==> config.mk <==
export PLATFORM = sky130hd
export DESIGN_NAME = rc_pwm_channel_decoder_flat
export DESIGN_NICKNAME = d
export VERILOG_FILES = /design/src/rtl/rcpwm_pkg.sv /design/src/rtl/rcpwm_if.sv /design/src/rtl/rcpwm_front.sv /design/src/rtl/rcpwm_queue.sv /design/src/rtl/rcpwm_back.sv /design/src/rtl/rc_pwm_channel_decoder.sv /design/src/flat_wrapper.sv
export SDC_FILE = /design/constraint.sdc
export NUM_CORES = 1
export LEC_CHECK = 0
export ABC_AREA = 0
export BUFFER_PORTS_ARGS = -buffer_cell sky130_fd_sc_hd__buf_2
export CORE_MARGIN = 5
export CORE_UTILIZATION = 30
export DETAILED_ROUTE_END_ITERATION = 7
export GPL_ROUTABILITY_DRIVEN = 0
export PLACE_DENSITY = 0.48
export REMOVE_ABC_BUFFERS = 1
export SYNTH_ARGS = -nofsm -noshare
export SYNTH_HDL_FRONTEND = slang
export SYNTH_SLANG_ARGS = --single-unit
==> constraint.sdc <==
create_clock -name clk -period 19.4 [get_ports clk]
set_clock_uncertainty 0.1 [all_clocks]
set_input_delay 2.91 -clock clk [delete_from_list [all_inputs] [get_ports clk]]
set_output_delay 2.91 -clock clk [all_outputs]
set_load 0.01 [all_outputs]
==> src/rtl/rcpwm_pkg.sv <==
// Shared types and constants for the RC PWM channel decoder.
// No dependencies; every other file in rtl/ refers to it by scoped names.
package rcpwm_pkg;

	localparam int unsigned CH_W   = 3;
	localparam int unsigned CAP_W  = 16;
	localparam int unsigned TICK_W = 32;

	localparam logic [TICK_W-1:0] TIMEOUT_RESET = 32'd50;

	localparam int unsigned QUEUE_DEPTH = 2;

	localparam logic MODE_CAPTURE = 1'b0;
	localparam logic MODE_READ    = 1'b1;

	typedef enum logic [1:0] {
		OP_NOP,
		OP_CAPTURE,
		OP_READ
	} op_t;

	typedef struct packed {
		op_t               op;
		logic [CH_W-1:0]   channel;
		logic [CAP_W-1:0]  capture_value;
		logic [TICK_W-1:0] now_ms;
	} cmd_t;

	typedef struct packed {
		logic [CH_W-1:0]  channel_out;
		logic [CAP_W-1:0] pulse_width;
		logic             timed_out;
		logic             next_edge_falling;
	} res_t;

endpackage

==> src/rtl/rcpwm_if.sv <==
// Valid/ready channel interfaces for the request and result sides.
// Depends on rcpwm_pkg for field widths.
interface rcpwm_in_if;
	logic                            valid;
	logic                            ready;
	logic                            mode;
	logic [rcpwm_pkg::CH_W-1:0]      channel;
	logic [rcpwm_pkg::CAP_W-1:0]     capture_value;
	logic [rcpwm_pkg::TICK_W-1:0]    now_ms;

	modport source (output valid, mode, channel, capture_value, now_ms, input ready);
	modport sink (input valid, mode, channel, capture_value, now_ms, output ready);
endinterface

interface rcpwm_out_if;
	logic                            valid;
	logic                            ready;
	logic [rcpwm_pkg::CH_W-1:0]      channel_out;
	logic [rcpwm_pkg::CAP_W-1:0]     pulse_width;
	logic                            timed_out;
	logic                            next_edge_falling;

	modport source (output valid, channel_out, pulse_width, timed_out, next_edge_falling,
		input ready);
	modport sink (input valid, channel_out, pulse_width, timed_out, next_edge_falling,
		output ready);
endinterface

==> src/rtl/rcpwm_front.sv <==
// Front stage: accepts requests and classifies them into decoder commands.
// Depends on rcpwm_pkg and rcpwm_in_if.
module rcpwm_front #(
	parameter int unsigned CHANNELS = 8
) (
	input  logic              clk,
	input  logic              arst_n,
	rcpwm_in_if.sink          in_ch,
	output logic              cmd_valid,
	output rcpwm_pkg::cmd_t   cmd,
	input  logic              cmd_ready
);

	logic              valid_s1;
	rcpwm_pkg::cmd_t   cmd_s1;
	rcpwm_pkg::op_t    op_d;
	logic [4:0]        ch_ext;
	logic              in_range;

	assign ch_ext   = {2'b00, in_ch.channel};
	assign in_range = ch_ext < 5'(CHANNELS);

	// Requests for channels that do not exist become no-ops.
	always_comb begin
		op_d = rcpwm_pkg::OP_NOP;
		if (in_range) begin
			case (in_ch.mode)
				rcpwm_pkg::MODE_CAPTURE: op_d = rcpwm_pkg::OP_CAPTURE;
				rcpwm_pkg::MODE_READ:    op_d = rcpwm_pkg::OP_READ;
				default:                 op_d = rcpwm_pkg::OP_NOP;
			endcase
		end
	end

	assign in_ch.ready = !valid_s1 || cmd_ready;

	always_ff @(posedge clk or negedge arst_n) begin
		if (!arst_n) begin
			valid_s1 <= 1'b0;
		end else if (in_ch.ready) begin
			valid_s1 <= in_ch.valid;
		end
	end

	always_ff @(posedge clk) begin
		if (in_ch.valid && in_ch.ready) begin
			cmd_s1.op            <= op_d;
			cmd_s1.channel       <= in_ch.channel;
			cmd_s1.capture_value <= in_ch.capture_value;
			cmd_s1.now_ms        <= in_ch.now_ms;
		end
	end

	assign cmd_valid = valid_s1;
	assign cmd       = cmd_s1;

endmodule

==> src/rtl/rcpwm_queue.sv <==
// Short command queue that decouples the front stage from the channel engine.
// Depends on rcpwm_pkg for the command type and depth.
module rcpwm_queue (
	input  logic              clk,
	input  logic              arst_n,
	input  logic              in_valid,
	output logic              in_ready,
	input  rcpwm_pkg::cmd_t   in_cmd,
	output logic              out_valid,
	input  logic              out_ready,
	output rcpwm_pkg::cmd_t   out_cmd
);

	localparam int unsigned DEPTH = rcpwm_pkg::QUEUE_DEPTH;
	localparam int unsigned PTR_W = (DEPTH > 1) ? $clog2(DEPTH) : 1;

	rcpwm_pkg::cmd_t   mem_q [DEPTH];
	logic [PTR_W-1:0]  wr_ptr_q;
	logic [PTR_W-1:0]  rd_ptr_q;
	logic [PTR_W:0]    count_q;
	logic              push;
	logic              pop;

	assign in_ready  = count_q != (PTR_W+1)'(DEPTH);
	assign out_valid = count_q != '0;
	assign push      = in_valid && in_ready;
	assign pop       = out_valid && out_ready;
	assign out_cmd   = mem_q[rd_ptr_q];

	always_ff @(posedge clk or negedge arst_n) begin
		if (!arst_n) begin
			wr_ptr_q <= '0;
			rd_ptr_q <= '0;
			count_q  <= '0;
		end else begin
			if (push) begin
				wr_ptr_q <= (wr_ptr_q == PTR_W'(DEPTH - 1)) ? '0 : wr_ptr_q + 1'b1;
			end
			if (pop) begin
				rd_ptr_q <= (rd_ptr_q == PTR_W'(DEPTH - 1)) ? '0 : rd_ptr_q + 1'b1;
			end
			case ({push, pop})
				2'b10:   count_q <= count_q + 1'b1;
				2'b01:   count_q <= count_q - 1'b1;
				default: count_q <= count_q;
			endcase
		end
	end

	always_ff @(posedge clk) begin
		if (push) begin
			mem_q[wr_ptr_q] <= in_cmd;
		end
	end

	assert property (@(posedge clk) disable iff (!arst_n)
		count_q <= (PTR_W+1)'(DEPTH))
		else $error("command queue overfilled");

	assert property (@(posedge clk) disable iff (!arst_n)
		(push && !pop) |=> count_q == $past(count_q) + 1'b1)
		else $error("command queue lost a push");

endmodule

==> src/rtl/rcpwm_back.sv <==
// Channel engine: per-channel edge state, width and stamp update, timeout check.
// Depends on rcpwm_pkg and rcpwm_out_if; holds the timeout register.
module rcpwm_back #(
	parameter int unsigned CHANNELS = 8
) (
	input  logic                          clk,
	input  logic                          arst_n,
	input  logic                          cmd_valid,
	output logic                          cmd_ready,
	input  rcpwm_pkg::cmd_t               cmd,
	input  logic                          cfg_valid,
	output logic                          cfg_ready,
	input  logic [rcpwm_pkg::TICK_W-1:0]  timeout_ms,
	rcpwm_out_if.source                   out_ch
);

	localparam int unsigned IDX_W = (CHANNELS > 1) ? $clog2(CHANNELS) : 1;

	logic                          edge_q   [CHANNELS];
	logic [rcpwm_pkg::CAP_W-1:0]   start_q  [CHANNELS];
	logic [rcpwm_pkg::CAP_W-1:0]   width_q  [CHANNELS];
	logic [rcpwm_pkg::TICK_W-1:0]  upd_q    [CHANNELS];
	logic [rcpwm_pkg::TICK_W-1:0]  timeout_q;

	logic                          out_valid_q;
	rcpwm_pkg::res_t               res_q;
	rcpwm_pkg::res_t               res_d;

	logic [3:0]                    ch_ext;
	logic [IDX_W-1:0]              idx;
	logic                          pop;
	logic                          edge_r;
	logic [rcpwm_pkg::CAP_W-1:0]   start_r;
	logic [rcpwm_pkg::CAP_W-1:0]   width_r;
	logic [rcpwm_pkg::TICK_W-1:0]  upd_r;
	logic [rcpwm_pkg::CAP_W-1:0]   cap_width;
	logic [rcpwm_pkg::TICK_W-1:0]  age;
	logic [rcpwm_pkg::TICK_W-1:0]  clamp;
	logic                          stale;

	assign ch_ext    = {1'b0, cmd.channel};
	assign idx       = ch_ext[IDX_W-1:0];
	assign cmd_ready = !out_valid_q || out_ch.ready;
	assign pop       = cmd_valid && cmd_ready;
	assign cfg_ready = 1'b1;

	assign edge_r    = edge_q[idx];
	assign start_r   = start_q[idx];
	assign width_r   = width_q[idx];
	assign upd_r     = upd_q[idx];
	assign cap_width = cmd.capture_value - start_r;
	assign age       = cmd.now_ms - upd_r;
	assign clamp     = cmd.now_ms - timeout_q;
	assign stale     = !(age < timeout_q);

	always_comb begin
		res_d                   = '0;
		res_d.channel_out       = cmd.channel;
		case (cmd.op)
			rcpwm_pkg::OP_CAPTURE: begin
				if (edge_r) begin
					res_d.pulse_width       = cap_width;
					res_d.next_edge_falling = 1'b0;
				end else begin
					res_d.pulse_width       = width_r;
					res_d.next_edge_falling = 1'b1;
				end
			end
			rcpwm_pkg::OP_READ: begin
				res_d.timed_out         = stale;
				res_d.pulse_width       = stale ? '0 : width_r;
				res_d.next_edge_falling = edge_r;
			end
			default: begin
				res_d.pulse_width = '0;
			end
		endcase
	end

	always_ff @(posedge clk or negedge arst_n) begin
		if (!arst_n) begin
			for (int i = 0; i < CHANNELS; i++) begin
				edge_q[i]  <= 1'b0;
				start_q[i] <= '0;
				width_q[i] <= '0;
				upd_q[i]   <= '0;
			end
			timeout_q <= rcpwm_pkg::TIMEOUT_RESET;
		end else begin
			if (cfg_valid) begin
				timeout_q <= timeout_ms;
			end
			if (pop) begin
				case (cmd.op)
					rcpwm_pkg::OP_CAPTURE: begin
						if (edge_r) begin
							width_q[idx] <= cap_width;
							upd_q[idx]   <= cmd.now_ms;
							edge_q[idx]  <= 1'b0;
						end else begin
							start_q[idx] <= cmd.capture_value;
							edge_q[idx]  <= 1'b1;
						end
					end
					rcpwm_pkg::OP_READ: begin
						if (stale) begin
							upd_q[idx] <= clamp;
						end
					end
					default: begin
						edge_q[idx] <= edge_q[idx];
					end
				endcase
			end
		end
	end

	always_ff @(posedge clk or negedge arst_n) begin
		if (!arst_n) begin
			out_valid_q <= 1'b0;
		end else if (cmd_ready) begin
			out_valid_q <= cmd_valid;
		end
	end

	always_ff @(posedge clk) begin
		if (pop) begin
			res_q <= res_d;
		end
	end

	assign out_ch.valid             = out_valid_q;
	assign out_ch.channel_out       = res_q.channel_out;
	assign out_ch.pulse_width       = res_q.pulse_width;
	assign out_ch.timed_out         = res_q.timed_out;
	assign out_ch.next_edge_falling = res_q.next_edge_falling;

	assert property (@(posedge clk) disable iff (!arst_n)
		(out_valid_q && res_q.timed_out) |-> res_q.pulse_width == '0)
		else $error("timed-out result carries a width");

	assert property (@(posedge clk) disable iff (!arst_n)
		(pop && cmd.op == rcpwm_pkg::OP_READ && stale) |=> upd_q[$past(idx)] == $past(clamp))
		else $error("stale channel stamp not clamped");

	assert property (@(posedge clk) disable iff (!arst_n)
		(pop && cmd.op == rcpwm_pkg::OP_NOP)
		|=> out_valid_q && !res_q.timed_out && !res_q.next_edge_falling)
		else $error("out-of-range channel produced a non-neutral result");

endmodule

==> src/rtl/rc_pwm_channel_decoder.sv <==
// RC PWM channel decoder, top level: front stage, command queue, channel engine.
// Depends on rcpwm_pkg, rcpwm_if, rcpwm_front, rcpwm_queue and rcpwm_back.
//
// This block decodes servo-style pulse widths for up to CHANNELS receiver
// channels. Each request on in_ch is either an edge capture (mode 0) or a
// read (mode 1) for one channel. Captures alternate rising and falling per
// channel; a falling capture stores the width (capture minus start, modulo
// 2^16) and stamps the channel with now_ms. A read returns the stored width,
// or zero with timed_out set once the channel has gone timeout_ms or more
// milliseconds without a completed pulse; the stamp is then pulled up to
// now_ms minus timeout_ms so that the channel stays stale across tick wrap.
// Requests for channels at or above CHANNELS change nothing and return a
// neutral result. Every request gives exactly one result on out_ch, in order.
// The block sustains one request per clock cycle while out_ch is ready: the
// channel engine does the read-modify-write of one channel's state for each
// command it takes, and that single update port sets the rate. A result is
// registered in the front stage, queue and engine before it is offered; a
// two-entry command queue lets input keep accepting while a result waits.
// timeout_ms is written through cfg_valid/cfg_ready (always ready), resets
// to 50, and should only be changed while no request is in flight; changing
// it does not re-examine the channels.
module rc_pwm_channel_decoder #(
	parameter int unsigned CHANNELS = 8
) (
	input  logic                          clk,
	input  logic                          arst_n,
	rcpwm_in_if.sink                      in_ch,
	rcpwm_out_if.source                   out_ch,
	input  logic                          cfg_valid,
	output logic                          cfg_ready,
	input  logic [rcpwm_pkg::TICK_W-1:0]  timeout_ms
);

	logic              front_valid;
	logic              front_ready;
	rcpwm_pkg::cmd_t   front_cmd;
	logic              back_valid;
	logic              back_ready;
	rcpwm_pkg::cmd_t   back_cmd;

	// Front stage registers each request with its classification.
	rcpwm_front #(
		.CHANNELS (CHANNELS)
	) u_front (
		.clk       (clk),
		.arst_n    (arst_n),
		.in_ch     (in_ch),
		.cmd_valid (front_valid),
		.cmd       (front_cmd),
		.cmd_ready (front_ready)
	);

	// The queue lets the front keep taking requests while results stall.
	rcpwm_queue u_queue (
		.clk       (clk),
		.arst_n    (arst_n),
		.in_valid  (front_valid),
		.in_ready  (front_ready),
		.in_cmd    (front_cmd),
		.out_valid (back_valid),
		.out_ready (back_ready),
		.out_cmd   (back_cmd)
	);

	// The channel engine owns all per-channel state and the timeout register.
	rcpwm_back #(
		.CHANNELS (CHANNELS)
	) u_back (
		.clk        (clk),
		.arst_n     (arst_n),
		.cmd_valid  (back_valid),
		.cmd_ready  (back_ready),
		.cmd        (back_cmd),
		.cfg_valid  (cfg_valid),
		.cfg_ready  (cfg_ready),
		.timeout_ms (timeout_ms),
		.out_ch     (out_ch)
	);

endmodule
==> src/flat_wrapper.sv <==
// flat-port wrapper written by rule: the top's interface ports become plain ports
module rc_pwm_channel_decoder_flat 
#(
	parameter int unsigned CHANNELS = 8
)
  (clk, arst_n, cfg_valid, cfg_ready, timeout_ms, in_ch_valid, in_ch_mode, in_ch_channel, in_ch_capture_value, in_ch_now_ms, in_ch_ready, out_ch_valid, out_ch_channel_out, out_ch_pulse_width, out_ch_timed_out, out_ch_next_edge_falling, out_ch_ready);
  rcpwm_in_if in_ch_i ();
  rcpwm_out_if out_ch_i ();
  input  logic clk;
  input  logic arst_n;
  input  logic cfg_valid;
  output logic cfg_ready;
  input  logic [rcpwm_pkg::TICK_W-1:0] timeout_ms;
  input wire logic [$bits(in_ch_i.valid)-1:0] in_ch_valid;
  input wire logic [$bits(in_ch_i.mode)-1:0] in_ch_mode;
  input wire logic [$bits(in_ch_i.channel)-1:0] in_ch_channel;
  input wire logic [$bits(in_ch_i.capture_value)-1:0] in_ch_capture_value;
  input wire logic [$bits(in_ch_i.now_ms)-1:0] in_ch_now_ms;
  output wire logic [$bits(in_ch_i.ready)-1:0] in_ch_ready;
  output wire logic [$bits(out_ch_i.valid)-1:0] out_ch_valid;
  output wire logic [$bits(out_ch_i.channel_out)-1:0] out_ch_channel_out;
  output wire logic [$bits(out_ch_i.pulse_width)-1:0] out_ch_pulse_width;
  output wire logic [$bits(out_ch_i.timed_out)-1:0] out_ch_timed_out;
  output wire logic [$bits(out_ch_i.next_edge_falling)-1:0] out_ch_next_edge_falling;
  input wire logic [$bits(out_ch_i.ready)-1:0] out_ch_ready;
  assign in_ch_i.valid = in_ch_valid;
  assign in_ch_i.mode = in_ch_mode;
  assign in_ch_i.channel = in_ch_channel;
  assign in_ch_i.capture_value = in_ch_capture_value;
  assign in_ch_i.now_ms = in_ch_now_ms;
  assign in_ch_ready = in_ch_i.ready;
  assign out_ch_valid = out_ch_i.valid;
  assign out_ch_channel_out = out_ch_i.channel_out;
  assign out_ch_pulse_width = out_ch_i.pulse_width;
  assign out_ch_timed_out = out_ch_i.timed_out;
  assign out_ch_next_edge_falling = out_ch_i.next_edge_falling;
  assign out_ch_i.ready = out_ch_ready;
  rc_pwm_channel_decoder #(.CHANNELS(CHANNELS)) u_core (.clk(clk), .arst_n(arst_n), .in_ch(in_ch_i), .out_ch(out_ch_i), .cfg_valid(cfg_valid), .cfg_ready(cfg_ready), .timeout_ms(timeout_ms));
endmodule
==> results of run 1 <==
[through the flow]
| step | setup WS [ns] | std cells |
|---|---|---|
| after floorplan | 8.66 | 3012 |
| after global placement | 9.85 | 4703 |
| after detailed placement | 9.80 | 4703 |
| after CTS | 9.77 | 4866 |
| after global routing | 9.13 | 4866 |
| final | 9.74 | 4867 |
[layout make-up]
type / count / area, sq um / area share
diodes: 1 / 2.50 / 0.0000628
clock buffers: 119 / 2430 / 0.0609
clock inverters: 44 / 616 / 0.0154
inverters: 78 / 294 / 0.00738
multi-input cells: 2196 / 14200 / 0.355
flip-flops and latches: 738 / 19400 / 0.486
well taps: 1512 / 1890 / 0.0475
repair buffers: 179 / 1090 / 0.0273
[flip-flops by register name, summed over array words and instances, names as in the netlist, 2 cells and up, named ones only]
name                              count
u_core.u_queue.count_q                2
u_core.u_back.upd_q                 256
u_core.u_back.timeout_q              32
u_core.u_back.out_ch.channel_out      3
u_core.u_back.out_ch.pulse_width     16
u_core.u_back.width_q               128
u_core.u_queue.mem_q                106
u_core.u_back.start_q               128
u_core.u_front.cmd                   53
[cell usage after synthesis (all sizes together) (11+ instances only)]
cell type,count,share of area
a21oi,199,0.029
a31oi,11,0.0020
nor3,18,0.0026
nand2,404,0.044
clkbuf,94,0.010
and4,18,0.0046
a221oi,28,0.0071
a22o,27,0.0069
o21a,25,0.0054
dfrtp,555,0.40
nand2b,14,0.0025
mux2,151,0.053
mux2i,46,0.014
or2,12,0.0022
nand3,20,0.0029
ha,111,0.040
xnor2,42,0.011
edfxtp,180,0.16
inv,77,0.0084
a22oi,122,0.027
a21o,39,0.0085
nor2,256,0.028
xor2,19,0.0048
o31ai,21,0.0050
a211oi,11,0.0024
nor4,14,0.0025
o21ai,335,0.049
and3,38,0.0069
buf,85,0.013
a2111oi,21,0.0054
o22ai,89,0.016
[how the worst min path moves through the flow]
stage / slack [ns] / endpoint / cells past startpoint / startpoint
after global routing: 0.36 / u_core.u_queue.mem_q[0][45] / 0 / u_core.u_front.cmd[45]
after CTS: 0.35 / u_core.u_queue.mem_q[0][45] / 0 / u_core.u_front.cmd[45]
final: 0.34 / u_core.u_queue.mem_q[1][46] / 0 / u_core.u_front.cmd[46]
after global placement: 0.33 / u_core.u_queue.mem_q[0][25] / 0 / u_core.u_front.cmd[25]
after floorplan: 0.32 / u_core.u_queue.mem_q[0][0] / 0 / u_core.u_front.cmd[0]
after detailed placement: 0.33 / u_core.u_queue.mem_q[0][45] / 0 / u_core.u_front.cmd[45]
[routing by layer]
metal | up-vias | global-route usage | routed length [microns]
met1 | 12300 | 0.238 | 49500
met4 | 2 | 0.0397 | 1890
li1 | 11900 | - | -
met5 | - | 0 | 13
met3 | 124 | 0.0259 | 4950
met2 | 554 | 0.261 | 45500
[worst register-to-register path: stages, from the launching register on]
cell	delay, ns
dfrtp_4	0.68
mux2i_4	0.56
nand2_1	0.28
nor2_4	0.46
buf_4	0.61
a22oi_1	0.16
and4_1	0.24
fa_1	0.43
a21o_1	0.20
a2111oi_0	0.88
nor2_1	0.25
o22ai_1	0.54
nor4_1	0.16
o31a_1	0.36
o31ai_1	0.36
o311ai_0	0.17
ha_1	0.20
a21o_1	0.18
a21o_1	0.17
a21oi_1	0.24
and4_1	0.23
a211o_2	0.66
or2_2	0.47
buf_4	0.56
mux2_4	0.39
[cell families after synthesis]
group / synth area share
AO/OA/AOI/OAI: 0.176
XOR/XNOR: 0.0155
adder cells (fa/ha/maj): 0.0420
buffers and inverters: 0.0321
flip-flops: 0.561
multiplexers: 0.0678
other: 0.000109
AND/OR/NAND/NOR: 0.105
==> results.json, run 1 <==
{
  "ff2ff_setup_slack_ns": 9.74,
  "routed_wl_microns": 102000,
  "die_area_sq_um": 122000,
  "cts_tree": "built",
  "timing.rr.start": "u_core.u_queue.rd_ptr_q",
  "post-route-period-util": 0.498,
  "hold_path.class": "flip-flop to flip-flop",
  "antenna_found_initial": 4,
  "synthArstFlopShare": 0.756,
  "layout-drive-gt1-share": 0.135,
  "dp_hpwl_microns": 64500,
  "relSlewSlack": 0.217,
  "cts.sink_count": 738,
  "crit_arrival_ns": 10.10,
  "htreeDepth": 3,
  "die_x_microns": 349,
  "start_util": 0.302,
  "boundaryPins": 113,
  "setup_viol": 0,
  "fmax_ghz": 0.104,
  "ys_ff_latch": 738,
  "drt_iter0_markers": 1808,
  "hold_viol": 0,
  "synth_cell_type_count": 77,
  "ys.flop_type": "dfrtp_1",
  "seq_area_frac_synth": 0.561,
  "routedWlPerCell_microns": 20.9,
  "required_ns": 19.84,
  "synthCells": 3191,
  "globalRouteTotalUtil": 0.165,
  "run_status": "finished, final reports clean",
  "syn2layout_area_growth_pct": 15.5,
  "crit_type": "flip-flop to flip-flop",
  "path_buf_inv": 2,
  "cts_buffers": 87,
  "worstMarginPinSlew_ns": 1.17,
  "design.core.area_sq_um": 114000,
  "finalInstanceArea_sq_um": 39900,
  "synth.avg_cell_area_sq_um": 10.8,
  "dr.pass1.iters": 6,
  "postRouteAntennaNets": 0,
  "first_global_vias": 24800,
  "worstSkewPairLatency_ns": 0.67,
  "cp.depth": 24,
  "vias": 24800,
  "cap_violations": 0,
  "critical-path-max-stage-delay_ns": 0.88,
  "io_buffers": 111,
  "start_kind": "flip-flop",
  "final_cell_mix": "554 x dfrtp_1, 404 x nand2_1, 243 x nor2_1",
  "hold_buffers": 0,
  "synth_area_sq_um": 34500,
  "finalSetupTns_ns": 0,
  "endpoint_kind": "flip-flop",
  "fillers": 11500,
  "grt_start_max_net_pins": 166,
  "holdWs_ns": 0.343,
  "placed_area_sq_um": 36800,
  "final_util": 0.349,
  "grt_setup_unrepaired": "false",
  "fin_crit_ns": 9.66,
  "remaining_drc_errors": 0,
  "reg2reg_depth": 24,
  "synth-edff-count": 180,
  "crit_chain": "mux2i_4, nand2_1, nor2_4, buf_4, a22oi_1, and4_1, fa_1, a21o_1, a2111oi_0, nor2_1, o22ai_1, nor4_1, o31a_1, o31ai_1, o311ai_0, ha_1, a21o_1, a21o_1, a21oi_1, and4_1, a211o_2, or2_2, buf_4, mux2_4",
  "ctsResizeCount": 0,
  "vias_per_cell": 5.09,
  "crit_start": "u_core.u_queue.rd_ptr_q",
  "cpMaxStageDelayCell": "a2111oi_0",
  "rr_endpoint": "u_core.u_back.upd_q[107]",
  "nNetsFinal": 3483,
  "fp.dieH_microns": 349,
  "rows": 124,
  "clock_tree.root_cell": "clkbuf_16",
  "grt_pass1_wl_microns": 156000,
  "postCtsSetupBuffers": 0,
  "endpoint": "u_core.u_back.upd_q[107]",
  "cp_common_cell": "a21o_1",
  "final_common_cell": "dfrtp_1",
  "clk_path_buf_depth": 3,
  "grt_overflow": 0,
  "cp_max_fo": 48,
  "yosysWarningCount": 0,
  "report.final.slew_viol_count": 0,
  "critPathTopFamily": "compound AO/OA/AOI/OAI gates",
  "clk_pin_slew_worst_paths_ns": 0.06
}
Power of run 1 is left out: the tool's default activity adds up to more than one toggle a clock period on the data nets, which glitch-free logic cannot reach.
==> run 2, diff against run 1 <==
ABC_AREA = 1   (was 0)
clock period = 9.65 ns   (was 19.4 ns; I/O delays follow)
==> run 2 against run 1 <==
Utilization shrank 0.72 points; sequential share of layout area shrank 2.0 points; synthesized cell count rose by 38%; hold slack got worse by 0.0096 ns; maximum frequency rose by 20%; wire length is 22% higher.
==> results.json, run 2 <==
{
  "run_status": "finished, final reports clean",
  "cts.sink_count": 738,
  "vias": 30300,
  "synth_cell_type_count": 54,
  "fp.dieH_microns": 361,
  "critPathTopFamily": "simple AND/OR/NAND/NOR gates",
  "cap_violations": 0,
  "synth_top_area_frac": 0.377,
  "relSlewSlack": 0.235,
  "cp_max_fo": 32,
  "clk_path_buf_depth": 3,
  "largest_reg_flops": 256,
  "path_buf_inv": 5,
  "synth.most_common_cell": "nand2_1",
  "globalRouteTotalUtil": 0.185,
  "vias_per_cell": 4.91,
  "rows": 128,
  "postRouteAntennaNets": 0,
  "synthSimpleGateAreaFrac": 0.249,
  "drt_iter0_markers": 2774,
  "remaining_drc_errors": 0,
  "design.core.area_sq_um": 122000,
  "critical-path-max-stage-delay_ns": 0.78,
  "largest_register": "u_core.u_back.upd_q",
  "worstSkewPairLatency_ns": 0.66,
  "p_per_area_nw_per_um2": 417,
  "seq_area_sq_um": 19400,
  "synth_area_sq_um": 36900,
  "start_util": 0.302,
  "boundaryPins": 113,
  "crit_arrival_ns": 8.55,
  "cp_common_cell": "nand2_1",
  "yosysWarningCount": 0,
  "cp.depth": 29,
  "fmax_ghz": 0.124,
  "hold_depth": 0,
  "synth_compound_area_frac": 0.110,
  "io_buffers": 111,
  "finalSetupTns_ns": 0,
  "synthCells": 4403,
  "synth_top_family_by_area": "simple AND/OR/NAND/NOR gates",
  "die_x_microns": 361,
  "die_area_sq_um": 130000,
  "yosys-top-cells-area": "dfrtp_1 38%, nand2_1 18%, edfxtp_1 15%",
  "routedWlPerCell_microns": 20.1,
  "power_uw": 17300,
  "grt_pass1_wl_microns": 186000,
  "ir_drop_mv": 0.342,
  "holdWs_ns": 0.333,
  "cpMaxStageDelayCell": "nor2_8",
  "grt_start_max_net_pins": 163,
  "crit_type": "flip-flop to flip-flop",
  "synth_fa_ha_area_frac": 0.0393,
  "clk_pin_slew_worst_paths_ns": 0.06,
  "final_cell_mix": "1,815 x nand2_1, 554 x dfrtp_1, 339 x inv_1",
  "final_common_cell": "nand2_1",
  "worstMarginPinSlew_ns": 1.14,
  "ctsResizeCount": 0,
  "post-route-period-util": 0.836,
  "ys.flop_type": "dfrtp_1",
  "antenna_found_initial": 1,
  "syn2layout_area_growth_pct": 12.9,
  "seq_area_frac_synth": 0.525,
  "grt_overflow": 0,
  "ff2ff_setup_slack_ns": 1.59,
  "postCtsSetupBuffers": 0,
  "grt_setup_unrepaired": "false",
  "synthXorXnorAreaFrac": 0.0124,
  "cts_buffers": 82,
  "synth.avg_cell_area_sq_um": 8.37,
  "synth_top_area_cell": "dfrtp_1",
  "endpoint_kind": "flip-flop",
  "synth-edff-count": 180,
  "first_global_vias": 28900,
  "routed_wl_microns": 124000,
  "fillers": 12700,
  "leakagePower_uw": 0.0204,
  "required_ns": 10.14,
  "fin_crit_ns": 8.06,
  "report.final.slew_viol_count": 0,
  "dp_hpwl_microns": 80600,
  "clock_tree.root_cell": "clkbuf_16",
  "hold_path.class": "flip-flop to flip-flop",
  "layout-drive-gt1-share": 0.0854,
  "start_kind": "flip-flop",
  "multiInputGateArea_sq_um": 15200,
  "setup_viol": 0,
  "cts_tree": "built",
  "synth.area.mux_share": 0.000848,
  "htreeDepth": 3,
  "nNetsFinal": 4683,
  "hold_viol": 0,
  "hold_buffers": 0,
  "netlist_top_cells_count": "1,815 x nand2_1, 555 x dfrtp_1, 344 x inv_1, 268 x o21ai_0, 198 x nor2_1",
  "top_regs": "u_core.u_back.upd_q (256), u_core.u_back.start_q (128), u_core.u_back.width_q (128)",
  "ys_ff_latch": 738,
  "reg2reg_depth": 29,
  "synthArstFlopShare": 0.756,
  "dr.pass1.iters": 6
}
## run 2: cell types whose count changed after synthesis, moves of 46 or more
cell     change
mux2_2      -46
o21ai_1    -174
nand3_1     +83
nor2_1      -58
mux2_1      -69
a21oi_1     -53
o21ai_0    +148
nand2_1   +1411
inv_1      +269
## run 2: worst paths after layout
path,from,end
min reg2reg,u_core.u_front.cmd[45],u_core.u_queue.mem_q[1][45]
max reg2reg,u_core.u_queue.rd_ptr_q,u_core.u_back.upd_q[101]
min,u_core.u_front.cmd[45],u_core.u_queue.mem_q[1][45]
min in group asynchronous,arst_n,u_core.u_back.start_q[101]
max,u_core.u_queue.rd_ptr_q,u_core.u_back.upd_q[101]
max in group asynchronous,arst_n,u_core.u_back.timeout_q[22]
## run 2: cell type report
type / count / area share
timing repair buffer: 175 / 0.0257
multi-input combinational: 3125 / 0.365
sequential: 738 / 0.466
antenna: 1 / 0.0000601
clock buffer: 126 / 0.0571
clock inverter: 23 / 0.00493
inverter: 358 / 0.0324
tap: 1625 / 0.0489
## run 2: worst reg2reg max path: cells and delay by family (launching register included)
kind | cells | cell delay, ns
flip-flops | 1 | 0.58
AO/OA/AOI/OAI | 4 | 1.15
adder cells (fa/ha/maj) | 2 | 0.62
buffers and inverters | 5 | 1.45
AND/OR/NAND/NOR | 18 | 4.10
## run 2: logic make-up after synthesis
logic type,Yosys count
fa+ha+maj,114
buf+inv,540
mux,3
xor+xnor,52
compound gates,698
flops,738
simple gates,2257
other cells,1
## run 2: power by group
| group | internal [uW] | switching [uW] | leakage [uW] | total, uW |
|---|---|---|---|---|
| clock | 1730 | 1340 | 0.00126 | 3060 |
| sequential | 4260 | 446 | 0.00889 | 4710 |
| combinational | 2770 | 6800 | 0.0102 | 9570 |
## run 2: through the flow
stage	instances	setup slack (ns)	util	cell area, sq um
final	6171	1.59	0.341	41600
after global routing	6170	0.875	0.341	41600
after CTS	6170	1.51	0.341	41600
after detailed placement	6021	1.54	0.320	39000
after global placement	6021	1.59	0.320	39000
after floorplan	4221	1.79	-	35900
## run 2: layer usage
metal,track usage,routed length [microns]
met3,0.0269,7690
met5,0,0
met2,0.289,54700
met1,0.270,58500
met4,0.0487,3000
No activity file was read; power rests on OpenSTA's default activity.
